$ cat src/mlpsk_pkg.sv
// Shared types, constants and codes for the skip-layer perceptron inference core.
// No dependencies; imported by every module of the block.
`timescale 1ns / 1ps
`default_nettype none

package mlpsk_pkg;

  // Sizing
  localparam int MAX_FEATURES = 16;
  localparam int MAX_HIDDEN   = 16;
  localparam int MAX_LABELS   = 8;
  localparam int DATA_WIDTH   = 16;

  // Item field widths
  localparam int ROW_W  = 5;
  localparam int COL_W  = 4;
  localparam int LBL_W  = 3;
  localparam int ACT_W  = 24;
  localparam int PROB_W = 16;

  // Configuration register widths
  localparam int FCFG_W    = 5;
  localparam int HCFG_W    = 5;
  localparam int LCFG_W    = 4;
  localparam int LEAK_W    = 13;
  localparam int CFG_IDX_W = 2;

  // Derived widths
  localparam int FEAT_IW = $clog2(MAX_FEATURES);
  localparam int HID_IW  = $clog2(MAX_HIDDEN);
  localparam int FCNT_W  = $clog2(MAX_FEATURES + 1);
  localparam int HCNT_W  = $clog2(MAX_HIDDEN + 1);
  localparam int LCNT_W  = $clog2(MAX_LABELS + 1);

  localparam int HW_DEPTH = (MAX_FEATURES + 1) * MAX_HIDDEN;
  localparam int LW_DEPTH = (MAX_HIDDEN + 1) * MAX_LABELS;
  localparam int SW_DEPTH = (MAX_FEATURES + 1) * MAX_LABELS;
  localparam int HW_AW    = $clog2(HW_DEPTH);
  localparam int LW_AW    = $clog2(LW_DEPTH);
  localparam int SW_AW    = $clog2(SW_DEPTH);

  // Arithmetic
  localparam int ACC_W    = 40;
  localparam int FRAC     = 12;
  localparam int PROD_W   = 2 * DATA_WIDTH;
  localparam int LIN_W    = 18;
  localparam int NL_IN_W  = 24;
  localparam int NL_OUT_W = 17;

  // exp / divide constants, Q.16
  localparam int LOG2E_Q16  = 94548;
  localparam int HALF_Q16   = 32768;
  localparam int ONE_Q16    = 65536;
  localparam int POLY_C1    = 45426;
  localparam int POLY_C2    = 15742;
  localparam int POLY_C3    = 3087;
  localparam int PROB_MAX   = 65535;
  localparam int DIV_STEPS  = 34;
  localparam int SHIFT_LIM  = 32;

  // Item codes
  localparam logic MODE_WEIGHT  = 1'b0;
  localparam logic MODE_FEATURE = 1'b1;

  typedef enum logic [1:0] {
    LAYER_IH   = 2'd0,
    LAYER_HL   = 2'd1,
    LAYER_SKIP = 2'd2
  } layer_e;

  typedef enum logic [CFG_IDX_W-1:0] {
    CFG_FEATURES = 2'd0,
    CFG_HIDDEN   = 2'd1,
    CFG_LABELS   = 2'd2,
    CFG_LEAK     = 2'd3
  } cfg_idx_e;

  typedef enum logic [3:0] {
    ST_IDLE,
    ST_H_MAC,
    ST_H_DRAIN,
    ST_H_ROUND,
    ST_H_START,
    ST_H_WAIT,
    ST_H_STORE,
    ST_L_HID,
    ST_L_SKIP,
    ST_L_DRAIN,
    ST_L_ROUND,
    ST_L_START,
    ST_L_WAIT,
    ST_OUT
  } ctrl_state_e;

  typedef enum logic [2:0] {
    NL_IDLE,
    NL_P1,
    NL_P2,
    NL_P3,
    NL_EXP,
    NL_DIV
  } nlu_state_e;

  // Controller to datapath
  typedef struct packed {
    logic             mac_en;
    layer_e           layer;
    logic [ROW_W-1:0] row;
    logic [COL_W-1:0] col;
    logic             bias;
    logic             first;
    logic             round_h;
    logic             round_l;
    logic             nl_start;
    logic             nl_tanh;
    logic             lin_en;
    logic             hv_wr;
  } dp_cmd_t;

  // Datapath to controller
  typedef struct packed {
    logic [FCNT_W-1:0] p_eff;
    logic [HCNT_W-1:0] d_eff;
    logic [LCNT_W-1:0] k_eff;
    logic              nl_done;
  } dp_sts_t;

endpackage

`default_nettype wire

$ cat src/mlpsk_ctrl.sv
// Controller: sequences loads, hidden-unit and label passes and result hand-off.
// Depends on mlpsk_pkg; drives mlpsk_dp through dp_cmd_t.
`timescale 1ns / 1ps
`default_nettype none

module mlpsk_ctrl import mlpsk_pkg::*; (
  input  logic             clk_i,
  input  logic             rst_ni,
  input  logic             in_valid_i,
  output logic             in_ready_o,
  input  logic             in_mode_i,
  input  logic             in_eos_i,
  output logic             out_valid_o,
  input  logic             out_ready_i,
  output logic [LBL_W-1:0] out_label_o,
  output logic             out_last_o,
  output dp_cmd_t          cmd_o,
  input  dp_sts_t          sts_i
);

  ctrl_state_e      state_q, state_d;
  logic [ROW_W-1:0] cnt_q, cnt_d;
  logic [COL_W-1:0] unit_q, unit_d;

  logic at_p, at_d, last_hid, last_lab;

  always_comb begin
    at_p     = (cnt_q == ROW_W'(sts_i.p_eff));
    at_d     = (cnt_q == ROW_W'(sts_i.d_eff));
    last_hid = (HCNT_W'(unit_q) + HCNT_W'(1) == sts_i.d_eff);
    last_lab = (LCNT_W'(unit_q) + LCNT_W'(1) == sts_i.k_eff);
  end

  // next state
  always_comb begin
    state_d = state_q;
    cnt_d   = cnt_q;
    unit_d  = unit_q;
    case (state_q)
      ST_IDLE: begin
        if (in_valid_i && (in_mode_i == MODE_FEATURE) && in_eos_i) begin
          state_d = ST_H_MAC;
          cnt_d   = '0;
          unit_d  = '0;
        end
      end
      ST_H_MAC: begin
        cnt_d = cnt_q + ROW_W'(1);
        if (at_p) state_d = ST_H_DRAIN;
      end
      ST_H_DRAIN: state_d = ST_H_ROUND;
      ST_H_ROUND: state_d = ST_H_START;
      ST_H_START: state_d = ST_H_WAIT;
      ST_H_WAIT:  if (sts_i.nl_done) state_d = ST_H_STORE;
      ST_H_STORE: begin
        cnt_d = '0;
        if (last_hid) begin
          unit_d  = '0;
          state_d = ST_L_HID;
        end else begin
          unit_d  = unit_q + COL_W'(1);
          state_d = ST_H_MAC;
        end
      end
      ST_L_HID: begin
        cnt_d = cnt_q + ROW_W'(1);
        if (at_d) begin
          cnt_d   = '0;
          state_d = ST_L_SKIP;
        end
      end
      ST_L_SKIP: begin
        cnt_d = cnt_q + ROW_W'(1);
        if (at_p) state_d = ST_L_DRAIN;
      end
      ST_L_DRAIN: state_d = ST_L_ROUND;
      ST_L_ROUND: state_d = ST_L_START;
      ST_L_START: state_d = ST_L_WAIT;
      ST_L_WAIT:  if (sts_i.nl_done) state_d = ST_OUT;
      ST_OUT: begin
        if (out_ready_i) begin
          cnt_d = '0;
          if (last_lab) begin
            state_d = ST_IDLE;
          end else begin
            unit_d  = unit_q + COL_W'(1);
            state_d = ST_L_HID;
          end
        end
      end
      default: state_d = ST_IDLE;
    endcase
  end

  // outputs
  always_comb begin
    cmd_o       = '0;
    cmd_o.layer = LAYER_IH;
    cmd_o.row   = cnt_q;
    cmd_o.col   = unit_q;
    in_ready_o  = 1'b0;
    out_valid_o = 1'b0;
    case (state_q)
      ST_IDLE: in_ready_o = 1'b1;
      ST_H_MAC: begin
        cmd_o.mac_en = 1'b1;
        cmd_o.bias   = at_p;
        cmd_o.first  = (cnt_q == '0);
      end
      ST_H_ROUND: cmd_o.round_h = 1'b1;
      ST_H_START: begin
        cmd_o.nl_start = 1'b1;
        cmd_o.nl_tanh  = 1'b1;
        cmd_o.lin_en   = 1'b1;
      end
      ST_H_STORE: cmd_o.hv_wr = 1'b1;
      ST_L_HID: begin
        cmd_o.mac_en = 1'b1;
        cmd_o.layer  = LAYER_HL;
        cmd_o.bias   = at_d;
        cmd_o.first  = (cnt_q == '0);
      end
      ST_L_SKIP: begin
        cmd_o.mac_en = 1'b1;
        cmd_o.layer  = LAYER_SKIP;
        cmd_o.bias   = at_p;
      end
      ST_L_ROUND: cmd_o.round_l = 1'b1;
      ST_L_START: cmd_o.nl_start = 1'b1;
      ST_OUT: out_valid_o = 1'b1;
      default: ;
    endcase
  end

  always_ff @(posedge clk_i or negedge rst_ni) begin
    if (!rst_ni) begin
      state_q <= ST_IDLE;
      cnt_q   <= '0;
      unit_q  <= '0;
    end else begin
      state_q <= state_d;
      cnt_q   <= cnt_d;
      unit_q  <= unit_d;
    end
  end

  assign out_label_o = unit_q[LBL_W-1:0];
  assign out_last_o  = last_lab;

endmodule

`default_nettype wire

$ cat config.mk
export PLATFORM = sky130hd
export DESIGN_NAME = mlpsk_ctrl
export DESIGN_NICKNAME = d
export VERILOG_FILES = /design/src/mlpsk_pkg.sv /design/src/mlpsk_ctrl.sv
export SDC_FILE = /design/constraint.sdc
export NUM_CORES = 1
export LEC_CHECK = 0
export BUFFER_PORTS_ARGS = -buffer_cell sky130_fd_sc_hd__clkbuf_2
export CAP_MARGIN = 10
export CORE_ASPECT_RATIO = 0.75
export CORE_MARGIN = 3
export CORE_UTILIZATION = 38
export CTS_CLUSTER_DIAMETER = 40
export DETAILED_ROUTE_END_ITERATION = 7
export SKIP_CTS_REPAIR_TIMING = 1
export SLEW_MARGIN = 0
export SYNTH_ARGS = -nofsm -noshare
export SYNTH_HDL_FRONTEND = slang
export SYNTH_SLANG_ARGS = --single-unit
$ cat constraint.sdc
create_clock -name clk_i -period 5.1 [get_ports clk_i]
set_clock_uncertainty 0.15 [all_clocks]
set_input_delay 0.765 -clock clk_i [delete_from_list [all_inputs] [get_ports clk_i]]
set_output_delay 0.765 -clock clk_i [all_outputs]
set_load 0.02 [all_outputs]
* Word level (Yosys, flattened, before mapping)
Cells that the tools add are included.
Cells by class: $add $sub $neg 3, $mul 0, div/mod/pow operators 0, magnitude comparators 0, equality and inequality tests 25, shifts and indexed selects 0, multiplexer cells 30, bitwise logic cells 0, reductions and logical operators 13
Operators with widths (number):
- 4-bit one-hot mux with 14 select lines | 1
- 4-bit two-way mux | 11
- 5-bit one-hot mux with 5 select lines | 1
- 4-bit equality test (second input constant) | 6
- 4-bit by 3-bit equality test with 1-bit output (second input constant) | 4
- 2-bit != test (second input constant) | 8
- 5-bit equality test | 3
- 5-bit two-way mux | 3
- 4-bit one-hot mux with 3 select lines | 1
- 4-bit by 2-bit equality test with 1-bit output (second input constant) | 2
- 1-bit two-way mux | 8
- 7-bit AND reduction | 1
- 3-bit two-way mux | 2
- 2-bit OR reduction | 3
- 4-bit by 1-bit adder with 5-bit output (second input constant) | 1
- 5-bit by 1-bit adder with 5-bit output (second input constant) | 1
- 5-bit zero test | 1
- 5-bit nonzero test | 1
- 4-bit by 1-bit adder with 4-bit output (second input constant) | 1
- 4-bit by 1-bit equality test with 1-bit output (second input constant) | 1
- 4-bit equality test | 1
- 4-bit zero test | 1
- 2-bit one-hot mux with 2 select lines | 1
- 4-bit AND reduction | 1
- 6 further kinds | 7
Storage, ports and cells: register bits 13, latch bits 0, memory bits (writable) 0, bits in read-only memories 0, input port bits 21, output and inout port bits 26, word-level logic and storage cells 74, memories kept 0

* Depth between registers and ports, before layout
Gate-level depths: netlist (run 1).
depth in word-level cells 5, mapped depth 8, mapped depth without buffers 7

* Worst setup path after synthesis (run 1)
Ideal clock, no wire load.
kind in2out, start input port sts_i[11] (netlist bit), end output port cmd_o[7] (netlist bit), data arrival time 1859 ps, data required time 4185 ps, setup slack 2326 ps, stages 4, path buffers 0, cell sequence xnor2_1 > nand3_1 > or3_1 > o31ai_1
RTL lines:
- from (decl) | RTL line mlpsk_ctrl.sv:18 | input dp_sts_t sts_i
- to (decl) | RTL line mlpsk_ctrl.sv:17 | output dp_cmd_t cmd_o,

* Final worst setup path (run 1)
start register unit_q[0], end output port out_last_o
On the way: longest elaborated chain between the ends 2
RTL lines:
- from (decl) | RTL line mlpsk_ctrl.sv:23 | logic [COL_W-1:0] unit_q, unit_d;
- from (signal assigned) | RTL line mlpsk_ctrl.sv:143 | unit_q <= unit_d;
- 4-bit by 1-bit adder with 4-bit output | RTL line mlpsk_ctrl.sv:31 | last_lab = (LCNT_W'(unit_q) + LCNT_W'(1) == sts_i.k_eff);
- 4-bit equality test | RTL line mlpsk_ctrl.sv:31
- to (decl) | RTL line mlpsk_ctrl.sv:16 | output logic out_last_o,
No other way between the ends.

==> results of run 1 <==
[Yosys cell counts (all sizes together)]
master	n
dfrtp	13
o21ai	12
xnor2	12
buf	11
xor2	11
nor2	10
nand2	9
inv	8
a21oi	7
nand3	7
a22o	5
nand2b	4
ha	3
nor3	3
nor4	3
o31ai	3
a31oi	2
and2b	2
nor3b	2
o211ai	2
or2	2
or3	2
a211o	1
a211oi	1
a21o	1
a2bb2oi	1
clkbuf	1
mux2	1
mux2i	1
nand3b	1
nand4b	1
o21a	1
o21bai	1
o22ai	1
o311ai	1
o41ai	1
or2b	1
[area by class of cell]
| type | instances | area, um2 | share of cell area, % |
|---|---|---|---|
| Clock buffer | 4 | 45.0 | 3.02 |
| Inverter | 8 | 30.0 | 2.02 |
| Multi-Input combinational cell | 115 | 812 | 54.5 |
| Sequential cell | 13 | 325 | 21.8 |
| Tap cell | 38 | 47.5 | 3.19 |
| Timing Repair Buffer | 46 | 230 | 15.4 |
[power breakdown]
part / switching, mW / leakage, nW / internal (mW) / total [mW]
Combinational: 0.265 / 0.530 / 0.183 / 0.448
Sequential: 0.0890 / 0.173 / 0.134 / 0.223
Clock: 0.0403 / 0.0228 / 0.0553 / 0.0955
[per-stage QoR]
step                util, %  hold WS, ps
finish                 49.3          258
global route           49.3          282
CTS                    49.3          269
detailed placement     47.8          431
global placement       47.8          433
floorplan                 -          319
[logic make-up (layout without fill, tap and decap cells)]
kind of cell             Yosys count  count (layout)  synth area share (%)
multiplexers                       2               2                  1.72
flip-flops                        13              13                  26.3
adder cells (fa/ha/maj)            3               3                  3.03
buffers and inverters             20              58                  8.18
XOR/XNOR                          23              23                  16.3
AND/OR/NAND/NOR                   47              47                  22.2
AO/OA/AOI/OAI                     40              40                  22.3
[final timing paths]
| kind | endpoint | slack, ps | cells after the start |
|---|---|---|---|
| setup / recovery | out_last_o | 2060 | 5 |
| hold / removal | state_q[0] | 260 | 1 |
| setup reg to reg | unit_q[0] | 2620 | 7 |
| hold reg to reg | unit_q[1] | 450 | 1 |
| max in group asynchronous | unit_q[0] | 4280 | 1 |
| min in group clk_i | unit_q[1] | 450 | 1 |
[routing by layer]
layer,routed length [um],track usage (%),vias up,part of all wire (%)
li1,-,-,591,-
met1,1450,22.0,563,44
met2,1570,28.4,32,48
met3,226,4.36,2,6.9
met4,24,4.29,0,0.73
met5,0,0,-,0
[sequential cells by signal, indices dropped and copies added, names as in the netlist]
register / flops
cnt_q: 5
unit_q: 4
state_q: 4
[worst max-delay path, delay by kind of cell (launching register included)]
kind	cells	cell delay, ps
AND/OR/NAND/NOR	1	460
buffers and inverters	1	250
flip-flops	1	480
adder cells (fa/ha/maj)	1	310
XOR/XNOR	2	380
==> metrics, run 1 <==
outcome=complete, no violations; Slew Viols, Final=0; TritonCTS clock tree=yes; max incr delay on CP=480 ps; commonest cells after routing, fill and taps aside=clkbuf_2, dfrtp_1, xnor2_1; core area=3020 um2; share of layout cells above drive strength 1=a little under a third; final setup violation count=0; Final Cell Area=about 1500 um2; detailed placer's ending HPWL=~2.6 mm; DP Area=around 1400 um2; global-route wire length before repair=about 5.6 mm; Mapped Area=1240 um2; DP Cell Count=220; drt total wl=roughly 3.3 mm; drt pass-1 iters=4; Least-Margin Pin Slew=628 ps; antenna-violating nets left=0; crit path from=unit_q[0]; Critical Path RT=~4200 ps; CTS root buffer=clkbuf_8; Final Hold Viols=0; Design Power=approximately 0.77 mW; via count=~1200; clock sinks=13; Starting Density=41.0%; Clock transition at path regs=approximately 60 ps; worst hold-check path type=in2async; Syn Nets=172; RSZ-0062 raised after global routing=false; input/output buffers=46; Critical Path Most Common Cell=xor2_1; CP arrival=around 2100 ps; drt drc=0; max frequency=between 300 and 400 MHz; DR iter-0 viols=between 100 and 150; Layout Cells excl Fill=224; row cnt=17; CP Capture Type=output pin; I/O Pins=47; Worst slew margin=58.1%; total CTS buffers=3; GPL Wtd Cong=between 0.8 and 0.9; Via-to-Cell Ratio=about 5.3; DR WL/cell=between 10 and 15 um; post-layout minimum cycle time=just over 3000 ps; die height=55.4 um; synth unique cells=46; largest net degree at the start of global routing=20; critical path class=reg2out; crit path max fanout=7; CP max stage cell=dfrtp_1; Syn Inst Count=~150; depth of the CTS H-tree=1; DP Worst Slack=2310 ps; startpoint types=flop; share of the synthesized area in the top cell type=between 20% and 30%; clock latency on the worst-skew pair=250 ps; antenna violations before repair=0; crit-path cells=ha_1, xor2_1, xor2_1, nor4_4, clkbuf_2; synthesis-to-finish area growth=20.3%; grt ovf=0; sequential area share after synthesis=26.3%; GRT Util Overall=between 10% and 20%; Synth area leaders=dfrtp_1, xnor2_1, xor2_1; TNS Setup=0 ps; final worst setup slack=between 2000 and 2500 ps; Filler cells=306; vias in the first global route=about 1200; reg-to-reg startpoint=unit_q[0]; Power Density=515 nW/um2; maxcap violations=0; DIE AREA=roughly 4000 um2; diode count=0; Final nets=~210; largest area contributor in the netlist=dfrtp_1; LEAKAGE=~0.73 nW; FF+latch count, synth=13; Avg Inst Size Synth=between 8 and 9 um2; period utilization=around 60%; most common cell after layout, fill and taps aside=clkbuf_2; Worst VDD drop=0.218 mV; yosys warns=0; chip width=slightly above 70 um; Max clock buf depth=2
(Power assumes the default switching activity.)
==> run 2: changes to the inputs <==
--- a/config.mk
+++ b/config.mk
@@ -12,6 +12,7 @@
 export CORE_UTILIZATION = 38
 export CTS_CLUSTER_DIAMETER = 40
 export DETAILED_ROUTE_END_ITERATION = 7
+export PLACE_DENSITY = 0.67
 export SKIP_CTS_REPAIR_TIMING = 1
 export SLEW_MARGIN = 0
 export SYNTH_ARGS = -nofsm -noshare
==> constraint.sdc (replaced) <==
create_clock -name clk_i -period 2.68 [get_ports clk_i]
set_clock_uncertainty 0.15 [all_clocks]
set_input_delay 0.402 -clock clk_i [delete_from_list [all_inputs] [get_ports clk_i]]
set_output_delay 0.402 -clock clk_i [all_outputs]
set_load 0.02 [all_outputs]
==> run 2 against run 1 <==
Via count up 4.2%. Total power grew 93%. Critical path depth stayed put. Sequential cell count is the same. Worst hold slack better by 180 ps. Largest power group unchanged.
==> metrics, run 2 (synthesis results as in run 1) <==
synthesis-to-finish area growth=21.7%; total CTS buffers=3 (unchanged); I/O Pins=47 (unchanged); grt ovf=0 (unchanged); final worst setup slack=150 ps (-1910 ps); Starting Density=41.0% (unchanged); max reg flops=5 (unchanged); worst hold-check path type=in2async; via count=1238 (+4.2%); chip width=71.9 um (unchanged); drt pass-1 iters=5 (+1); Power Density=983 nW/um2 (+91%); Biggest register=cnt_q; core area=3020 um2 (unchanged); CP Capture Type=output pin; Layout Cells excl Fill=226 (+0.89%); CP arrival=1980 ps (-150 ps); Worst slew margin=70.1% (+12 points); Clock transition at path regs=60 ps (about the same); final setup violation count=0 (unchanged); DIE AREA=3990 um2 (unchanged); Least-Margin Pin Slew=448 ps (-180 ps); Final Hold Viols=0 (unchanged); antenna-violating nets left=0 (unchanged); drt drc=0 (unchanged); clock sinks=13 (unchanged); Final Cell Area=1510 um2 (+1.2%); detailed placer's ending HPWL=2.72 mm (+5.3%); RSZ-0062 raised after global routing=false; startpoint types=flop; depth of the CTS H-tree=1 (unchanged); row cnt=17 (unchanged); vias in the first global route=1135 (-5.7%); GRT Util Overall=17.3% (+0.24 points); share of layout cells above drive strength 1=31.9% (+0.19 points); Via-to-Cell Ratio=5.48 (+3.3%); antenna violations before repair=0 (unchanged); Largest regs=cnt_q (5), state_q (4), unit_q (4); die height=55.4 um (unchanged); Critical Path RT=2130 ps (-2050 ps); critical path class=reg2out; largest net degree at the start of global routing=15 (-25%); GPL Wtd Cong=0.899 (+2.7%); max frequency=roughly 400 MHz; crit path max fanout=7 (unchanged); input/output buffers=46 (unchanged); CTS root buffer=clkbuf_8; period utilization=a little over nine tenths; Worst VDD drop=0.588 mV (+170%); post-layout minimum cycle time=approximately 2500 ps; most common cell after layout, fill and taps aside=clkbuf_2; DP Cell Count=221 (+0.45%); drt total wl=3.39 mm (+3.7%); global-route wire length before repair=5.49 mm (-1.5%); R2R Setup Slk=340 ps (-2280 ps); DR WL/cell=15.0 um (+2.8%); Filler cells=323 (+5.6%); hold slack=440 ps (+182 ps); commonest cells after routing, fill and taps aside=clkbuf_2, dfrtp_1, xnor2_1; TritonCTS clock tree=yes; Final nets=213 (+0.95%); DP Area=1450 um2 (+0.52%); LEAKAGE=0.735 nW (+1.3%); TNS Setup=0 ps (unchanged); DR iter-0 viols=76 (-37%); Max clock buf depth=2 (unchanged); Slew Viols, Final=0 (unchanged); maxcap violations=0 (unchanged); outcome=complete, no violations; clock latency on the worst-skew pair=250 ps (about the same); diode count=0 (unchanged); DP Worst Slack=233 ps (-2070 ps)
-- run 2: cell types whose count changed in the layout (fill, tap and decap cells not counted) --
cell           before  now
dlygate4sd3_1       0    1
buf_4               0    1
-- run 2: final cells by class --
type / count / area [um2] / share of cell area, %
clock buffer: 4 / 45.0 / 2.99
inverter: 8 / 30.0 / 1.99
multi-input combinational: 115 / 812 / 53.9
sequential: 13 / 325 / 21.6
tap: 38 / 47.5 / 3.15
timing repair buffer: 48 / 248 / 16.4
-- run 2: final timing paths --
| kind | endpoint | from | cells past startpoint |
|---|---|---|---|
| hold reg to reg | unit_q[1] | unit_q[1] | 1 |
| setup reg to reg | unit_q[0] | unit_q[0] | 7 |
| hold / removal | state_q[0] | rst_ni | 2 |
| min in group clk_i | unit_q[1] | unit_q[1] | 1 |
| setup / recovery | out_last_o | unit_q[0] | 5 |
| max in group asynchronous | cnt_q[4] | rst_ni | 2 |
-- run 2: stage by stage --
stage	power (mW)	util (%)
detailed placement	1.29	48.1
global placement	1.26	48.1
CTS	1.49	49.6
finish	1.48	49.9
global route	1.60	49.9
floorplan	1.06	-
-- run 2: critical path: stages, from the launching register on --
cell      delay (ps)
dfrtp_1          480
ha_1             300
xor2_1           250
xor2_1           150
nor4_4           300
clkbuf_2         240
-- run 2: power breakdown --
| group | switching [mW] | total [mW] | internal [mW] |
|---|---|---|---|
| logic | 0.531 | 0.888 | 0.356 |
| clock network | 0.0834 | 0.189 | 0.106 |
| registers | 0.150 | 0.406 | 0.256 |
| total | 0.765 | 1.48 | 0.718 |
-- run 2: metal layers --
layer  up-vias  track usage [%]  wire length (um)
met3         6             4.91               206
met1       601             23.1              1560
met4         0             5.36                34
met2        34             27.0              1590
li1        597                -                 -
met5         -                0                 0
==> run 3: changes to the inputs <==
--- a/config.mk
+++ b/config.mk
@@ -12,7 +12,6 @@
 export CORE_UTILIZATION = 38
 export CTS_CLUSTER_DIAMETER = 40
 export DETAILED_ROUTE_END_ITERATION = 7
-export PLACE_DENSITY = 0.67
 export SKIP_CTS_REPAIR_TIMING = 1
 export SLEW_MARGIN = 0
 export SYNTH_ARGS = -nofsm -noshare
==> constraint.sdc (replaced) <==
create_clock -name clk_i -period 2.6 [get_ports clk_i]
set_clock_uncertainty 0.15 [all_clocks]
set_input_delay 0.39 -clock clk_i [delete_from_list [all_inputs] [get_ports clk_i]]
set_output_delay 0.39 -clock clk_i [all_outputs]
set_load 0.02 [all_outputs]
==> run 3 against run 2 <==
Register-to-register slack worse by 70 ps. Wire length decreased by 3.9%. Clock-buffer cell count did not move. Sequential power is 2% higher. Die area unchanged. Clock power fell by 4%. Cell count grew 0.44%. Critical path type unchanged.
==> metrics, run 3 (synthesis results as in run 1) <==
final worst setup slack=243 ps (+92.7 ps); diode count=0 (unchanged); max frequency=around 420 MHz; detailed placer's ending HPWL=2.63 mm (-3.4%); Final Hold Viols=0 (unchanged); Least-Margin Pin Slew=449 ps (+0.681 ps); input/output buffers=46 (unchanged); antenna violations before repair=0 (unchanged); depth of the CTS H-tree=1 (unchanged); DP Worst Slack=161 ps (-72.1 ps); CP arrival=1820 ps (-160 ps); share of layout cells above drive strength 1=32.3% (+0.36 points); Filler cells=302 (-6.5%); clock sinks=13 (unchanged); clock latency on the worst-skew pair=240 ps (about the same); antenna-violating nets left=0 (unchanged); Largest regs=cnt_q (5), state_q (4), unit_q (4); Worst VDD drop=0.427 mV (-27%); commonest cells after routing, fill and taps aside=clkbuf_2, dfrtp_1, xnor2_1; DR WL/cell=14.4 um (-4.3%); crit path max fanout=8 (+1); largest net degree at the start of global routing=15 (unchanged); Biggest register=cnt_q; Design Power=1.51 mW (+2.0%); Max clock buf depth=2 (unchanged); row cnt=17 (unchanged); drt pass-1 iters=4 (-1); RSZ-0062 raised after global routing=false; max reg flops=5 (unchanged); GRT Util Overall=16.7% (-0.60 points); hold slack=432 ps (-7.54 ps); total CTS buffers=3 (unchanged); I/O Pins=47 (unchanged); global-route wire length before repair=5.33 mm (-2.9%); TNS Setup=0 ps (unchanged); worst hold-check path type=in2async; Critical Path RT=2060 ps (-70 ps); core area=3020 um2 (unchanged); chip width=71.9 um (unchanged); Clock transition at path regs=60 ps (about the same); drt total wl=3.26 mm (-3.9%); post-layout minimum cycle time=~2400 ps; period utilization=around 90%; die height=55.4 um (unchanged); Via-to-Cell Ratio=5.33 (-2.8%); Worst slew margin=69.8% (-0.36 points); critical path class=reg2out; CP Capture Type=output pin; Starting Density=41.0% (unchanged); LEAKAGE=0.741 nW (+0.73%); DR iter-0 viols=155 (+100%); Power Density=997 nW/um2 (+1.5%); Slew Viols, Final=0 (unchanged); vias in the first global route=1100 (-3.1%); maxcap violations=0 (unchanged); final setup violation count=0 (unchanged); TritonCTS clock tree=yes; outcome=complete, no violations; via count=1209 (-2.3%); Final nets=214 (+0.47%); DIE AREA=3990 um2 (unchanged); synthesis-to-finish area growth=22.3%; startpoint types=flop; grt ovf=0 (unchanged); GPL Wtd Cong=0.850 (-5.4%); drt drc=0 (unchanged); most common cell after layout, fill and taps aside=clkbuf_2; CTS root buffer=clkbuf_8
-- run 3: through the flow --
stage / util [%] / instance area, um2 / cells
6_report: 50.2 / 1520 / 227
5_1_grt: 50.2 / 1520 / 227
4_1_cts: 49.6 / 1500 / 225
3_5_place_dp: 48.1 / 1450 / 221
3_3_place_gp: 48.1 / 1450 / 221
2_1_floorplan: - / 1240 / 148
-- run 3: area by class of cell --
type | instances | area [um2] | share of cell area (%)
multi-input combinational | 115 | 812 | 53.6
sequential | 13 | 325 | 21.5
timing repair buffer | 49 | 255 | 16.8
tap | 38 | 47.5 | 3.14
clock buffer | 4 | 45.0 | 2.97
inverter | 8 | 30.0 | 1.98
-- run 3: worst max-delay path: stages (launching register included) --
cell and delay, ps:
dfrtp_1 480, xnor2_1 220, nand3_1 110, or3_1 310, o31ai_1 240, clkbuf_2 210
-- run 3: path summary, 6_finish.rpt --
kind                       cells after the start  slack, ps         end      start
max reg2reg                                    8        270   unit_q[0]  unit_q[0]
min                                            2        430  state_q[1]     rst_ni
min reg2reg                                    1        440   unit_q[1]  unit_q[1]
min in group clk_i                             1        440   unit_q[1]  unit_q[1]
max                                            5        240    cmd_o[7]   cnt_q[2]
max in group asynchronous                      2       1610   unit_q[1]     rst_ni
-- run 3: per-layer routing --
layer  track usage [%]  routed length (um)
met1              22.7                1480
met2              26.8                1580
met3              4.55                 203
met4              2.95                   0
met5                 0                   0
-- run 3: report_power, final --
part	internal [mW]	switching, mW	total (mW)	leakage [nW]
registers	0.264	0.152	0.416	0.173
clock network	0.108	0.0738	0.182	0.0228
logic	0.370	0.544	0.914	0.545
total	0.742	0.769	1.51	0.741
